<file path="config.mk">
export PLATFORM = sky130hd
export DESIGN_NAME = icf_queue
export DESIGN_NICKNAME = d
export VERILOG_FILES = /design/src/rtl/icf_pkg.sv /design/src/rtl/icf_queue.sv
export SDC_FILE = /design/constraint.sdc
export NUM_CORES = 1
export LEC_CHECK = 0
export ABC_AREA = 1
export ABC_CLOCK_PERIOD_IN_PS = 15400
export BUFFER_PORTS_ARGS = -buffer_cell sky130_fd_sc_hd__buf_4
export CAP_MARGIN = 20
export CORE_MARGIN = 2
export CORE_UTILIZATION = 45
export DETAILED_ROUTE_END_ITERATION = 7
export HOLD_SLACK_MARGIN = 0.02
export PLACE_DENSITY = 0.82
export SLEW_MARGIN = 20
export SYNTH_ARGS = -nofsm -noshare
export SYNTH_HDL_FRONTEND = slang
export SYNTH_SLANG_ARGS = --single-unit
</file>
<file path="constraint.sdc">
create_clock -name clk -period 15.4 [get_ports clk]
set_input_delay 2.31 -clock clk [delete_from_list [all_inputs] [get_ports clk]]
set_output_delay 2.31 -clock clk [all_outputs]
set_load 0.01 [all_outputs]
</file>
<file path="src/rtl/icf_pkg.sv">
// ----------------------------------------------------------------------------
// icf_pkg
// Shared types, codes and defaults of the 3x3 convolution filter.
// ----------------------------------------------------------------------------
`default_nettype none

package icf_pkg;

  localparam int DEF_MAX_WIDTH = 2048;
  localparam int DEF_COEF_BITS = 16;
  localparam int KERNEL_SIZE   = 3;
  localparam int TAPS          = KERNEL_SIZE * KERNEL_SIZE;
  localparam int QUEUE_DEPTH   = 2;
  localparam int CFG_IDX_BITS  = 3;
  localparam int CFG_DATA_BITS = 48;

  localparam logic CMD_PIXEL = 1'b0;
  localparam logic CMD_DRAIN = 1'b1;

  localparam logic [CFG_IDX_BITS-1:0] REG_COEF_TOP    = 3'd0;
  localparam logic [CFG_IDX_BITS-1:0] REG_COEF_MIDDLE = 3'd1;
  localparam logic [CFG_IDX_BITS-1:0] REG_COEF_BOTTOM = 3'd2;
  localparam logic [CFG_IDX_BITS-1:0] REG_DIVISOR     = 3'd3;
  localparam logic [CFG_IDX_BITS-1:0] REG_WIDTH       = 3'd4;
  localparam logic [CFG_IDX_BITS-1:0] REG_HEIGHT      = 3'd5;
  localparam logic [CFG_IDX_BITS-1:0] REG_ALPHA       = 3'd6;

  typedef struct packed {
    logic [KERNEL_SIZE-1:0][47:0] coef_rows;  // [0] top .. [2] bottom
    logic [19:0]                  divisor;
    logic [11:0]                  image_width;
    logic [15:0]                  image_height;
    logic                         alpha_present;
  } cfg_t;

  // One output pixel handed from front to back.
  typedef struct packed {
    logic [TAPS-1:0][23:0] taps;   // window samples, b|g|r
    logic                  keep;   // filtered colour wanted
    logic [7:0]            alpha;
    logic                  last;
  } job_t;

  typedef enum logic [2:0] {
    F_IDLE, F_NORM, F_FIX, F_RD, F_WR
  } front_state_t;

  typedef enum logic [2:0] {
    B_IDLE, B_MAC, B_PREP, B_DIV, B_DONE
  } back_state_t;

endpackage

`default_nettype wire

</file>
<file path="src/rtl/icf_queue.sv">
// ----------------------------------------------------------------------------
// icf_queue
// Short job queue between the front and back ends.
// ----------------------------------------------------------------------------
`default_nettype none

module icf_queue import icf_pkg::*; (
  input  wire logic clk,
  input  wire logic rst_n,
  input  wire logic push,
  input  job_t      push_data,
  input  wire logic pop,
  output job_t      pop_data,
  output logic      full,
  output logic      empty
);

  localparam int PW = $clog2(QUEUE_DEPTH);

  job_t                 slot_r [QUEUE_DEPTH];
  logic [PW-1:0]        wp_r, rp_r;
  logic [PW:0]          cnt_r;

  assign full     = (cnt_r == (PW+1)'(QUEUE_DEPTH));
  assign empty    = (cnt_r == '0);
  assign pop_data = slot_r[rp_r];

  always_ff @(posedge clk) begin
    if (!rst_n) begin
      wp_r  <= '0;
      rp_r  <= '0;
      cnt_r <= '0;
    end else begin
      if (push) begin
        wp_r <= (wp_r == PW'(QUEUE_DEPTH - 1)) ? '0 : wp_r + 1'b1;
      end
      if (pop) begin
        rp_r <= (rp_r == PW'(QUEUE_DEPTH - 1)) ? '0 : rp_r + 1'b1;
      end
      cnt_r <= cnt_r + (PW+1)'(push) - (PW+1)'(pop);
    end
  end

  always_ff @(posedge clk) begin
    if (push) begin
      slot_r[wp_r] <= push_data;
    end
  end

endmodule

`default_nettype wire

</file>
# ---- Word-level counts from Yosys, hierarchy flattened
# Memory sizes are Yosys's and may differ from the RTL's. A register that Yosys moved wholly into a read port is not among the register bits.
# Cells that the tools add are included.
dict set report op_classes {
  magnitude_cmp 0
  bitwise 0
  eq_ne 1
  n_reduce_logical 1
  mul 0
  mux 6
  add_sub_neg 4
  n_div 0
  shift 0
}
# cell count
set ops {}
lappend ops {{two-way mux 1 bit} 6}
lappend ops {{adder 1 bit, second input constant} 2}
lappend ops {{adder 2 x 1 -> 2 bit} 1}
lappend ops {{== test 2 bit, second input constant} 1}
lappend ops {{zero test 2 bit} 1}
lappend ops {{subtractor 2 x 1 -> 2 bit} 1}
dict set report word_totals {
  mem_bits_ro 0
  latchBits 0
  out_inout_bits 228
  input_bits 230
  register_bits 4
  ram_bits 452
  memories 1
  elab_cells 16
}
# memory words width rd rd_clocked_by_memory_dff write_ports line_no
set mem_list {}
lappend mem_list {slot_r 2 226 1 1 1 icf_queue.sv:20} ;# job_t slot_r [QUEUE_DEPTH];

# ---- Longest topological paths before layout
dict set report depth {
  depth_word 4
  ltp_mapped 9
  ltp_nobuf 9
}

# ---- Worst setup path after synthesis
# OpenSTA, ideal clock, no wires.
dict set report synth_path {
  kind {input-to-reg}
  startpoint {input push}
  endpoint {memory slot_r[0][0] in the netlist's numbering (enable)}
  t_arrival_ps 11792
  setup_time_ps 823
  cell_stages 2
  required_ps 14577
  setup_slack_ps 2785
  n_path_buf 0
  cell_sequence {inv_1 nor2_1}
}
dict set report synth_between {
  elab_chain_len 2
}
# item line_no
set synth_lines {}
lappend synth_lines {{start, declared} icf_queue.sv:10} ;# input wire logic push,
lappend synth_lines {{two-way mux 1 bit} icf_queue.sv:45} ;# if (push) begin
lappend synth_lines {{two-way mux 1 bit (implied by the code)} icf_queue.sv:46} ;# slot_r[wp_r] <= push_data;
lappend synth_lines {{end, declared} icf_queue.sv:20}
# Every way passes these cells.

==> flow_metrics.tcl <==
set metrics [dict create \
    clkSlewWorstSetupHoldPaths_ns 0.06 \
    ys_ff_latch 457 \
    synthesis.area_um2 17100 \
    setup_viol_count_final 0 \
    cts_hold_buffers 0 \
    vias_per_cell 4.795 \
    use_met3_pct 6.205 \
    seqCellArea_um2 13680 \
    nets 1456 \
    yosysSeqAreaShare_pct 79.96 \
    chipWidth_um 198.9 \
    grt_start_max_net_pins 103 \
    cts.path.max_buffers 3 \
    postRouteWirelength_um 35400 \
    area_growth_pct 30.66 \
    place_ws_ns 9.837 \
    skew_ns 0.006256 \
    drv_cap 0 \
    power.leakage_nw 8.650 \
    io_pins 458 \
    multi_input_area_um2 3177 \
    place.gp.congestion 0.7846 \
    cts_buffers 45 \
    crit_type "reg -> out" \
    grt.busiest_layer "met2" \
    grt_use_met1_pct 19.32 \
    port_buffers 457 \
    rows 71 \
    crit_top_cell "buf_4" \
    slew_headroom_pct 30.33 \
    report.final.slew_viol_count 0 \
    cts_setup_buffers 0 \
    dpl.cell_count 1688 \
    drc 0 \
    num_antenna_cells 0 \
    antenna_found_initial 0 \
    cts-root-buf "clkbuf_16" \
    outcome "complete, no violations" \
    synth_cell_type_count 12 \
    grt_pass1_vias 8953 \
    wl_per_cell_um 20.06 \
    hpwl_um 24360 \
    core_um2 37580 \
    yosys_warnings 0 \
    worstSetupEndpointType "output pin" \
    slowest_delay_ns 0.89 \
    drive_gt1_share_pct 59.97 \
    worst_pin_slew_ns 1.045 \
    final_common_cell "buf_4" \
    layout.cells.most_common_list "buf_4 (466), edfxtp_1 (452), mux2_4 (140)" \
    track_usage_pct 17.34 \
    critical_path.top_delay_family "buffers and inverters" \
    met2_usage_pct 30.32 \
    worstPathCellList "buf_4, buf_4, mux2_4, buf_4" \
    syn_nets 968 \
    cts_tree "done" \
    n_fill_cell 2676 \
    grt.overflow.total 0 \
    period_minus_slack_ns 6.114 \
    placed_area_um2 21030 \
    setup_slack_ns 9.286 \
    die_area_um2 39580 \
    worstPathArrival_ns 3.80 \
    worst_setup_path_start_kind "flop" \
    power.density_nw_per_um2 124.2 \
    dr.pass1.iters 5 \
    required_ns 13.09 \
    drt_iter0_markers 425 \
    syn-mean-instance-area_um2 23.23 \
    hold_viol 0 \
    crit_fanout 57 \
    start_util_pct 45.51 \
    r2r_start "wp_r$_SDFFE_PN0P_" \
    clk_latency_ns 0.54 \
    num_vias 8464 \
    hold_path.startpoint "rp_r$_SDFFE_PN0P_" \
    grt_pass1_wl_um 51300 \
    vdd_drop_max_mv 0.09819 \
    fp.dieH_um 198.9 \
    postRouteAntennaNets 0 \
    htreeDepth 2 \
    design_area_um2 22340 \
    hold_class "reg -> reg" \
    clock-sinks 457 \
    max_freq_mhz 163.6 \
    rsz0062_at_grt "no" \
    fin_setup_tns_ns 0 \
    critPathBufInv 3 \
    post_cts_resized 0 \
    syn-instance-count 736 \
    instances_no_fill 1765 \
    final.period_utilization_pct 39.70 \
    slowest_stage "buf_4" \
]
==> routing by layer <==
| layer | up-vias | routed length (um) |
|---|---|---|
| met5 | - | 0 |
| li1 | 3882 | - |
| met1 | 4170 | 12850 |
| met2 | 351 | 18330 |
| met3 | 61 | 3212 |
| met4 | 0 | 1006 |
==> metrics by stage <==
step	utilization (%)	hold WS [ns]	total power [mW]
4_1_cts	59.46	0.5068	2.808
2_1_floorplan	-	0.4635	1.661
3_3_place_gp	55.95	0.4780	1.798
6_report	59.46	0.5048	2.776
5_1_grt	59.46	0.5373	2.874
3_5_place_dp	55.95	0.4931	1.811
==> worst register-to-register path, cell delays in order, from the launching register on <==
cell and delay (ns):
dfxtp_1 0.39, nand2_1 0.18, inv_8 0.56, buf_4 0.92
==> cells in the mapped netlist <==
cell type,instances,area [um^2]
inv_1,7,26.28
edfxtp_1,452,13570
buf_6,17,191.4
mux2_2,86,968.4
mux2_4,140,2102
dfxtp_1,5,100.1
buf_2,8,40.04
ha_1,2,25.02
a21oi_1,1,5.000
nand2_1,8,30.03
nand3_1,1,5.000
nor2_1,9,33.78
==> logic make-up after synthesis <==
kind of cell             after synthesis  share of synthesized area (%)
multiplexers                         226                          17.96
flip-flops                           457                          79.96
buffers and inverters                 32                          1.507
AO/OA/AOI/OAI                          1                        0.02924
AND/OR/NAND/NOR                       18                         0.4024
adder cells (fa/ha/maj)                2                         0.1463
==> sequential cells by signal (all words and copies together), names as in the netlist, named ones only <==
| register | count |
|---|---|
| cnt_r | 2 |
| wp_r | 1 |
| slot_r | 452 |
| rp_r | 1 |
==> path summary, 6_finish.rpt <==
| check | slack (ns) | cells past startpoint | to |
|---|---|---|---|
| min | 0.50 | 2 | rp_r$_SDFFE_PN0P_ |
| max reg2reg | 12.92 | 3 | slot_r[1][117]$_DFFE_PP_ |
| max | 9.29 | 4 | pop_data[160] |
| min reg2reg | 0.50 | 2 | rp_r$_SDFFE_PN0P_ |
==> report_power, final <==
group	internal, mW	switching [mW]	leakage (nW)
clock	0.568	0.426	0.649
combinational	0.177	0.141	3.72
sequential	1.44	0.0210	4.28
==> cell type report <==
cell class,count,share of cell area [%]
Sequential cell,457,61.21
Timing Repair Buffer,466,15.66
Multi-Input combinational cell,247,14.22
Clock buffer,56,5.225
Tap cell,511,2.861
Clock inverter,21,0.6776
Inverter,7,0.1512
Power figures use the tool's default switching activity.
