## src/rtl/icf_pkg.sv

```systemverilog
// ----------------------------------------------------------------------------
// icf_pkg
// Shared types, codes and defaults of the 3x3 convolution filter.
// ----------------------------------------------------------------------------
`default_nettype none

package icf_pkg;

  localparam int DEF_MAX_WIDTH = 2048;
  localparam int DEF_COEF_BITS = 16;
  localparam int KERNEL_SIZE   = 3;
  localparam int TAPS          = KERNEL_SIZE * KERNEL_SIZE;
  localparam int QUEUE_DEPTH   = 2;
  localparam int CFG_IDX_BITS  = 3;
  localparam int CFG_DATA_BITS = 48;

  localparam logic CMD_PIXEL = 1'b0;
  localparam logic CMD_DRAIN = 1'b1;

  localparam logic [CFG_IDX_BITS-1:0] REG_COEF_TOP    = 3'd0;
  localparam logic [CFG_IDX_BITS-1:0] REG_COEF_MIDDLE = 3'd1;
  localparam logic [CFG_IDX_BITS-1:0] REG_COEF_BOTTOM = 3'd2;
  localparam logic [CFG_IDX_BITS-1:0] REG_DIVISOR     = 3'd3;
  localparam logic [CFG_IDX_BITS-1:0] REG_WIDTH       = 3'd4;
  localparam logic [CFG_IDX_BITS-1:0] REG_HEIGHT      = 3'd5;
  localparam logic [CFG_IDX_BITS-1:0] REG_ALPHA       = 3'd6;

  typedef struct packed {
    logic [KERNEL_SIZE-1:0][47:0] coef_rows;  // [0] top .. [2] bottom
    logic [19:0]                  divisor;
    logic [11:0]                  image_width;
    logic [15:0]                  image_height;
    logic                         alpha_present;
  } cfg_t;

  // One output pixel handed from front to back.
  typedef struct packed {
    logic [TAPS-1:0][23:0] taps;   // window samples, b|g|r
    logic                  keep;   // filtered colour wanted
    logic [7:0]            alpha;
    logic                  last;
  } job_t;

  typedef enum logic [2:0] {
    F_IDLE, F_NORM, F_FIX, F_RD, F_WR
  } front_state_t;

  typedef enum logic [2:0] {
    B_IDLE, B_MAC, B_PREP, B_DIV, B_DONE
  } back_state_t;

endpackage

`default_nettype wire

```

## src/rtl/icf_if.sv

```systemverilog
// ----------------------------------------------------------------------------
// icf_if
// Valid/ready stream interfaces for pixels in and filtered pixels out.
// ----------------------------------------------------------------------------
`default_nettype none


interface icf_out_if;
  logic       valid;
  logic       ready;
  logic [7:0] red_out;
  logic [7:0] green_out;
  logic [7:0] blue_out;
  logic [7:0] alpha_out;
  logic       frame_end;
  modport source (output valid, red_out, green_out, blue_out, alpha_out, frame_end,
                  input ready);
  modport sink   (input valid, red_out, green_out, blue_out, alpha_out, frame_end,
                  output ready);
endinterface

`default_nettype wire

```

## src/rtl/icf_back.sv

```systemverilog
// ----------------------------------------------------------------------------
// icf_back
// Serial multiply-accumulate over the nine taps, bit-serial saturating
// divide, and the output register.
// ----------------------------------------------------------------------------
`default_nettype none

module icf_back import icf_pkg::*; #(
  parameter int COEF_BITS = DEF_COEF_BITS
) (
  input  wire logic clk,
  input  wire logic rst_n,
  input  cfg_t      cfg,
  input  wire logic q_empty,
  input  job_t      q_data,
  output logic      q_pop,
  icf_out_if.source out_pix
);

  back_state_t state_r, state_nxt;
  job_t        job_r, job_nxt;
  logic [1:0]  tr_r, tr_nxt, tc_r, tc_nxt;
  logic [3:0]  k_r, k_nxt;
  logic [2:0]  bit_r, bit_nxt;
  logic signed [27:0] acc_r [3];
  logic signed [27:0] acc_nxt [3];
  logic signed [19:0] csum_r, csum_nxt;
  logic [19:0] wgt_r, wgt_nxt;
  logic [26:0] rem_r [3];
  logic [26:0] rem_nxt [3];
  logic [7:0]  q_r [3];
  logic [7:0]  q_nxt [3];
  logic [2:0]  sat_r, sat_nxt;
  logic        ov_r, ov_nxt;
  logic [7:0]  red_r, green_r, blue_r, alpha_r;
  logic        last_r, load;

  logic [47:0] crow;
  logic [15:0] craw;
  logic signed [15:0] kv;
  logic signed [24:0] prod;
  logic [7:0]  smp;
  logic [27:0] dsh;

  always_comb begin
    crow = cfg.coef_rows[tr_r];
    case (tc_r)
      2'd0:    craw = crow[15:0];
      2'd1:    craw = crow[31:16];
      2'd2:    craw = crow[47:32];
      default: craw = crow[15:0];
    endcase
    kv = 16'($signed(craw[COEF_BITS-1:0]));
  end

  assign q_pop = (state_r == B_IDLE) && !q_empty;
  assign load  = (state_r == B_DONE) && (!ov_r || out_pix.ready);

  always_comb begin
    state_nxt = state_r;
    job_nxt   = job_r;
    tr_nxt    = tr_r;
    tc_nxt    = tc_r;
    k_nxt     = k_r;
    bit_nxt   = bit_r;
    csum_nxt  = csum_r;
    wgt_nxt   = wgt_r;
    sat_nxt   = sat_r;
    acc_nxt   = acc_r;
    rem_nxt   = rem_r;
    q_nxt     = q_r;
    smp       = '0;
    prod      = '0;
    dsh       = '0;
    case (state_r)
      B_IDLE: begin
        if (q_pop) begin
          job_nxt = q_data;
          tr_nxt  = '0;
          tc_nxt  = '0;
          k_nxt   = '0;
          csum_nxt = '0;
          sat_nxt  = '0;
          for (int l = 0; l < 3; l++) begin
            acc_nxt[l] = '0;
            q_nxt[l]   = '0;
          end
          state_nxt = q_data.keep ? B_MAC : B_DONE;
        end
      end
      B_MAC: begin
        for (int l = 0; l < 3; l++) begin
          smp  = job_r.taps[k_r][8*l +: 8];
          prod = $signed({1'b0, smp}) * kv;
          acc_nxt[l] = acc_r[l] + 28'(prod);
        end
        csum_nxt = csum_r + 20'(kv);
        k_nxt    = k_r + 1'b1;
        if (tc_r == 2'd2) begin
          tc_nxt = '0;
          tr_nxt = tr_r + 1'b1;
        end else begin
          tc_nxt = tc_r + 1'b1;
        end
        if (k_r == 4'(TAPS - 1)) state_nxt = B_PREP;
      end
      B_PREP: begin
        wgt_nxt = cfg.divisor;
        if (wgt_nxt == '0) wgt_nxt = (csum_r < 0) ? 20'(-csum_r) : 20'(csum_r);
        if (wgt_nxt == '0) wgt_nxt = 20'd1;
        for (int l = 0; l < 3; l++) begin
          rem_nxt[l] = (acc_r[l] < 0) ? 27'(-acc_r[l]) : 27'(acc_r[l]);
          sat_nxt[l] = 28'(rem_nxt[l]) >= {wgt_nxt, 8'd0};
        end
        bit_nxt   = 3'd7;
        state_nxt = B_DIV;
      end
      B_DIV: begin
        dsh = 28'(wgt_r) << bit_r;
        for (int l = 0; l < 3; l++) begin
          if (!sat_r[l] && 28'(rem_r[l]) >= dsh) begin
            rem_nxt[l]      = 27'(28'(rem_r[l]) - dsh);
            q_nxt[l][bit_r] = 1'b1;
          end
        end
        bit_nxt = bit_r - 1'b1;
        if (bit_r == '0) state_nxt = B_DONE;
      end
      B_DONE: begin
        if (load) state_nxt = B_IDLE;
      end
      default: state_nxt = B_IDLE;
    endcase
  end

  always_comb begin
    ov_nxt = ov_r;
    if (ov_r && out_pix.ready) ov_nxt = 1'b0;
    if (load) ov_nxt = 1'b1;
  end

  assign out_pix.valid     = ov_r;
  assign out_pix.red_out   = red_r;
  assign out_pix.green_out = green_r;
  assign out_pix.blue_out  = blue_r;
  assign out_pix.alpha_out = alpha_r;
  assign out_pix.frame_end = last_r;

  always_ff @(posedge clk) begin
    if (!rst_n) begin
      state_r <= B_IDLE;
      ov_r    <= 1'b0;
    end else begin
      state_r <= state_nxt;
      ov_r    <= ov_nxt;
    end
  end

  always_ff @(posedge clk) begin
    job_r  <= job_nxt;
    tr_r   <= tr_nxt;
    tc_r   <= tc_nxt;
    k_r    <= k_nxt;
    bit_r  <= bit_nxt;
    csum_r <= csum_nxt;
    wgt_r  <= wgt_nxt;
    sat_r  <= sat_nxt;
    acc_r  <= acc_nxt;
    rem_r  <= rem_nxt;
    q_r    <= q_nxt;
    if (load) begin
      red_r   <= sat_r[0] ? 8'd255 : q_r[0];
      green_r <= sat_r[1] ? 8'd255 : q_r[1];
      blue_r  <= sat_r[2] ? 8'd255 : q_r[2];
      alpha_r <= job_r.alpha;
      last_r  <= job_r.last;
    end
  end

endmodule

`default_nettype wire

```

## src/flat_wrapper.sv

```systemverilog
// flat-port wrapper written by rule: the top's interface ports become plain ports
module icf_back_flat import icf_pkg::*;
#(
  parameter int COEF_BITS = DEF_COEF_BITS
)
  (clk, rst_n, cfg, q_empty, q_data, q_pop, out_pix_valid, out_pix_red_out, out_pix_green_out, out_pix_blue_out, out_pix_alpha_out, out_pix_frame_end, out_pix_ready);
  icf_out_if out_pix_i ();
  input  wire logic clk;
  input  wire logic rst_n;
  input  cfg_t cfg;
  input  wire logic q_empty;
  input  job_t q_data;
  output logic q_pop;
  output wire logic [$bits(out_pix_i.valid)-1:0] out_pix_valid;
  output wire logic [$bits(out_pix_i.red_out)-1:0] out_pix_red_out;
  output wire logic [$bits(out_pix_i.green_out)-1:0] out_pix_green_out;
  output wire logic [$bits(out_pix_i.blue_out)-1:0] out_pix_blue_out;
  output wire logic [$bits(out_pix_i.alpha_out)-1:0] out_pix_alpha_out;
  output wire logic [$bits(out_pix_i.frame_end)-1:0] out_pix_frame_end;
  input wire logic [$bits(out_pix_i.ready)-1:0] out_pix_ready;
  assign out_pix_valid = out_pix_i.valid;
  assign out_pix_red_out = out_pix_i.red_out;
  assign out_pix_green_out = out_pix_i.green_out;
  assign out_pix_blue_out = out_pix_i.blue_out;
  assign out_pix_alpha_out = out_pix_i.alpha_out;
  assign out_pix_frame_end = out_pix_i.frame_end;
  assign out_pix_i.ready = out_pix_ready;
  icf_back #(.COEF_BITS(COEF_BITS)) u_core (.clk(clk), .rst_n(rst_n), .cfg(cfg), .q_empty(q_empty), .q_data(q_data), .q_pop(q_pop), .out_pix(out_pix_i));
endmodule
```

## config.mk

```make
export PLATFORM = sky130hd
export DESIGN_NAME = icf_back_flat
export DESIGN_NICKNAME = d
export VERILOG_FILES = /design/src/rtl/icf_pkg.sv /design/src/rtl/icf_if.sv /design/src/rtl/icf_back.sv /design/src/flat_wrapper.sv
export SDC_FILE = /design/constraint.sdc
export NUM_CORES = 2
export LEC_CHECK = 0
export BUFFER_PORTS_ARGS = -buffer_cell sky130_fd_sc_hd__buf_2
export CORE_MARGIN = 3
export CORE_UTILIZATION = 60
export DETAILED_ROUTE_END_ITERATION = 6
export PLACE_DENSITY = 0.77
export SYNTH_ARGS = -nofsm -noshare
export SYNTH_HDL_FRONTEND = slang
export SYNTH_SLANG_ARGS = --single-unit
```

## constraint.sdc

```tcl
create_clock -name clk -period 24.5 [get_ports clk]
set_clock_uncertainty 0.2 [all_clocks]
set_input_delay 2.45 -clock clk [delete_from_list [all_inputs] [get_ports clk]]
set_output_delay 2.45 -clock clk [all_outputs]
set_load 0.03 [all_outputs]
```

== Yosys cells after proc, flatten, opt, wreduce, memory -nomap -nowiden ==
Index checks and enable logic that the tools add are counted.

* Register bits: 505
* Input bits: 423
* Output and inout bits: 35
* Logic and storage cells: 164

* Add/sub/neg operators: 15
* $mul: 3
* $lt $le $gt $ge: 14
* Equality and inequality tests: 15
* Shifts and indexed selects: 1
* Multiplexer cells: 46
* Bitwise logic cells: 3
* Reduce and logical (&&, ||, !) cells: 33

{| class="wikitable"
|+ Operators by type and width
! operator !! number
|-
| >= comparator 27 x 28 -> 1 bit || 6
|-
| one-hot mux 84 bit (2 select lines) || 1
|-
| two-way mux 27 bit || 6
|-
| one-hot mux 81 bit (2 select lines) || 1
|-
| two-way mux 20 bit || 6
|-
| binary-select mux 24 bit (select 4 bit) || 1
|-
| binary-select mux 48 bit (select 2 bit) || 1
|-
| adder 28 x 25 -> 28 bit || 3
|-
| < comparator 28 x 1 -> 1 bit, second input constant || 3
|-
| two-way mux 84 bit || 1
|-
| negation 27 bit || 3
|-
| subtractor 27 bit || 3
|-
| multiplier 9 x 16 -> 25 bit || 3
|-
| two-way mux 24 bit || 2
|-
| two-way mux 48 bit || 1
|-
| one-hot mux 24 bit (2 select lines) || 1
|-
| zero test 20 bit || 2
|-
| one-hot mux 20 bit (2 select lines) || 1
|-
| one-hot mux 16 bit (2 select lines) || 1
|-
| left shift 20 x 3 -> 28 bit || 1
|-
| two-way mux 8 bit || 3
|-
| bitwise OR 8 bit || 3
|-
| adder 20 x 16 -> 20 bit || 1
|-
| < comparator 20 x 1 -> 1 bit, second input constant || 1
|-
| 33 further kinds || 75
|}

== Longest topological paths before layout ==
* Depth in word-level cells: 9
* Mapped depth: 32
* Depth with buffers taken out: 27

== Least setup slack after synthesis ==
No wires, ideal clock.

* Path kind: in2out
* Start: input port q_empty
* End: output port q_pop
* Arrival time: 7,469 ps
* Path slack: 14,381 ps
* Stages: 2
* Path buffers: 0
* Cell sequence: or4_1 inv_1

* Cells in the longest elaborated chain, start to end: 2

{| class="wikitable"
|+ RTL lines
! item !! line !! source
|-
| start, declared || flat_wrapper.sv:11 || <nowiki>input wire logic q_empty;</nowiki>
|-
| zero test 1 bit || icf_back.sv:56 || <nowiki>assign q_pop = (state_r == B_IDLE) && !q_empty;</nowiki>
|-
| logical AND 1 bit || icf_back.sv:56 ||
|-
| end, declared || flat_wrapper.sv:13 || <nowiki>output logic q_pop;</nowiki>
|}

Every way passes these cells.

== Worst setup path after layout ==
* Start: input port cfg[122] (netlist bit)
* End: register u_core.acc_r[25] (netlist bit) (data pin)

* Cells in the longest elaborated chain, start to end: 6

{| class="wikitable"
|+ RTL lines
! item !! line !! source
|-
| start, declared || flat_wrapper.sv:10 || <nowiki>input cfg_t cfg;</nowiki>
|-
| binary-select mux 48 bit (select 2 bit) || icf_back.sv:46 || <nowiki>crow = cfg.coef_rows[tr_r];</nowiki>
|-
| two-way mux 48 bit (not written as such) || icf_back.sv:46 ||
|-
| one-hot mux 16 bit (2 select lines) || icf_back.sv:47 || <nowiki>case (tc_r)</nowiki>
|-
| multiplier 9 x 16 -> 25 bit || icf_back.sv:94 || <nowiki>prod = $signed({1'b0, smp}) * kv;</nowiki>
|-
| adder 28 x 25 -> 28 bit || icf_back.sv:95 || <nowiki>acc_nxt[l] = acc_r[l] + 28'(prod);</nowiki>
|-
| one-hot mux 84 bit (2 select lines) || icf_back.sv:75 || <nowiki>case (state_r)</nowiki>
|-
| end signal, assigned || icf_back.sv:168 || <nowiki>acc_r <= acc_nxt;</nowiki>
|-
| end, declared || icf_back.sv:25 || <nowiki>logic signed [27:0] acc_r [3];</nowiki>
|}

Every way passes these cells. The select of a mux whose other input is x is not followed.
A chain may end at the register's enable or synchronous reset.

==> metrics.txt <==
Synth area leaders=edfxtp_1 33%, fa_1 17%, ha_1 9.6%, inv_1 5.2%, nor2_1 4.0%; antenna violations before repair=17; final worst slack=14620 ps; gpl congestion=~0.94; Total Routing Usage GR=approximately a third; CP Max Fanout=16; Mapped Cells=about 4500; vias in the first global route=between 30000 and 40000; post-route insts no fill=~5900; Post-layout nets=slightly above 6000; ratio of cells with drive above 1 in the final layout=15.5%; Arr. time, crit path=10170 ps; first-pass GRT wire length=about 190 mm; area delta synth->final=11.7%; post-synth top area share=approximately a third; number of vias per cell=~6; Core Box Area=74800 um2; Critical Path Sink Type=flop; drt pass-1 iters=6; synth cell count leaders=632 x inv_1, 501 x edfxtp_1, 492 x nor2_1; number of warning messages in the yosys log=0; final worst-path cycle share=between 40 and 50%; Hold Crit Class=flop to flop; clk sinks=505; Yosys reg bits=a little over 500; post-synth top area cell=edfxtp_1; RSZ-0062 raised after global routing=false; synth unique cells=just under 80; most common cell in the synthesized netlist=inv_1; global route total overflow=0; crit path time final=a little under 10000 ps; share of synthesized registers carrying an async set or reset=0%; Top FF cell, synth=edfxtp_1; Post-Route Setup TNS=0 ps; postcts setup bufs=0; Avg WL per Cell=21.2 um; dpl ws=roughly 14000 ps; CTS tree=yes; final hold viol count=0; largest net degree at the start of global routing=between 90 and 100; Root Buffer=clkbuf_16; syn_nets=5651; CTS resizes=0; Clk pin slew, worst setup/hold paths=approximately 70 ps; worst hold path cell count=0; Final Slew Violations=0; Post-CTS Hold Fix Bufs=0; slew margin rel.=20.9%; register area share after synthesis=33.2%; Worst-Margin Slew=about 1200 ps; DRT Wirelength=about 130 mm; maximum buffer depth of the clock tree=3; die area=79400 um2; initial drt markers=approximately 2700; via total after detailed routing=about 35000; Max Cap Viol=0; Syn Area/Cell=slightly above 10 um2; Routed Antenna Nets=0; crit path kind=input pin to flop; worst hold margin=approximately 230 ps; worst skew pair latency=640 ps; final setup vio count=0; H-tree Lvls=2; port buffer count=about 430; r2r worst-path depth=26; number of synthesized flops with an enable pin=around 500; initial core utilization=61.0%; num rows=100; DRC=0; Die H=~280 um; synthesized cell area=between 40000 and 50000 um2; Die Span X=around 280 um; status=complete, no violations; Cell Count Post-Placement=just under 6000; f_max=around 100 MHz; Critical Path RT=between 20000 and 25000 ps; TritonCTS Buffers=between 50 and 60; Critical Path Start Type=input pin; placed wire-length estimate=99.2 mm; I/O pins=roughly 460
[placed cells by master (no fill, tap or decap), types with 14 or more instances in the layout]
| cell | synthesis | routed |
|---|---|---|
| a211oi_1 | 29 | 29 |
| a21o_1 | 91 | 91 |
| a21oi_1 | 245 | 241 |
| a22oi_1 | 35 | 35 |
| a31oi_1 | 20 | 20 |
| and2_1 | 30 | 29 |
| buf_2 | 8 | 428 |
| buf_4 | 0 | 69 |
| clkbuf_16 | 0 | 58 |
| diode_2 | 0 | 14 |
| edfxtp_1 | 501 | 501 |
| fa_1 | 388 | 388 |
| ha_1 | 350 | 350 |
| inv_1 | 632 | 631 |
| mux2_2 | 34 | 34 |
| mux2i_1 | 78 | 77 |
| mux4_2 | 59 | 59 |
| nand2_1 | 309 | 307 |
| nand2b_1 | 79 | 79 |
| nand3_1 | 47 | 47 |
| nand4_1 | 33 | 33 |
| nor2_1 | 492 | 491 |
| nor2b_1 | 66 | 64 |
| nor3_1 | 47 | 47 |
| nor4_1 | 24 | 24 |
| o211ai_1 | 16 | 16 |
| o21a_1 | 30 | 30 |
| o21ai_0 | 154 | 151 |
| o21bai_1 | 26 | 26 |
| o22ai_1 | 20 | 20 |
| o31ai_1 | 35 | 35 |
| o41ai_1 | 17 | 17 |
| or2_2 | 41 | 41 |
| or3_1 | 24 | 24 |
| xnor2_1 | 161 | 161 |
| xor2_1 | 67 | 67 |
[cell families (layout without fill, tap and decap cells)]
kind of cell	Yosys count	in the layout	synth area share [%]
DFF	505	505	33.2
muxes	171	171	5.46
other	0	14	0
AOI/OAI and AO/OA	807	807	11.2
and+or+nand+nor	1237	1237	12.5
buffers and inverters	804	1243	6.64
xor gates and xnor gates	228	228	4.38
adders and majority gates	738	738	26.6
[path summary, 6_finish.rpt]
kind                               start                                     to  slack, ps
min            u_core.job_r[3]$_DFFE_PP_  u_core.out_pix.alpha_out[2]$_DFFE_PP_        230
max                             cfg[122]         u_core.acc_r[25]$_SDFFCE_PN0P_      14620
max reg2reg  u_core.k_r[0]$_SDFFCE_PN0P_         u_core.acc_r[26]$_SDFFCE_PN0P_      15290
min reg2reg    u_core.job_r[3]$_DFFE_PP_  u_core.out_pix.alpha_out[2]$_DFFE_PP_        230
[area by class of cell]
cell class | instances | area [um2]
Antenna cell | 14 | 35.0
Clock buffer | 69 | 1530
Clock inverter | 39 | 458
Fill cell | 5657 | 23900
Inverter | 638 | 2400
Multi-Input combinational cell | 3181 | 27500
Sequential cell | 505 | 15100
Tap cell | 969 | 1210
Timing Repair Buffer | 497 | 2660
[through the flow]
stage	instance area, um2	utilization, %
2_1_floorplan	45600	-
3_3_place_gp	48900	65.4
3_5_place_dp	48900	65.4
4_1_cts	50900	68.1
5_1_grt	51000	68.1
6_report	51000	68.1
[critical path, cell delays in order]
cell and delay [ps]:
buf_2 160, mux2_2 270, a22oi_1 440, o22ai_1 170
mux2i_1 280, buf_4 330, clkinv_1 510, nand2_1 240
fa_1 440, inv_1 80, fa_1 440, fa_1 470
fa_1 540, inv_1 50, fa_1 490, inv_1 40
ha_1 360, a21oi_1 210, nand2_1 80, o311ai_1 480
o21ai_1 260, a31oi_1 440, a21oi_1 160, or4b_2 650
o211ai_1 100
[per-layer routing]
| layer | up-vias | share of wire, % | track usage [%] | wire length, um |
|---|---|---|---|---|
| li1 | 16200 | - | - | - |
| met1 | 16900 | 39 | 41.1 | 49100 |
| met2 | 1513 | 48 | 52.5 | 59800 |
| met3 | 296 | 7.6 | 4.71 | 9470 |
| met4 | 6 | 5.5 | 15.1 | 6900 |
| met5 | - | 0.026 | 0 | 33 |
[state kept, by name (all words and copies together), names as in the netlist, 20 cells and up]
signal         count
u_core.acc_r      84
u_core.csum_r     20
u_core.job_r     225
u_core.q_r        24
u_core.rem_r      81
u_core.wgt_r      20
Power is not shown: default switching activity piles up to over one toggle a cycle in this logic, so the estimate is an artifact.
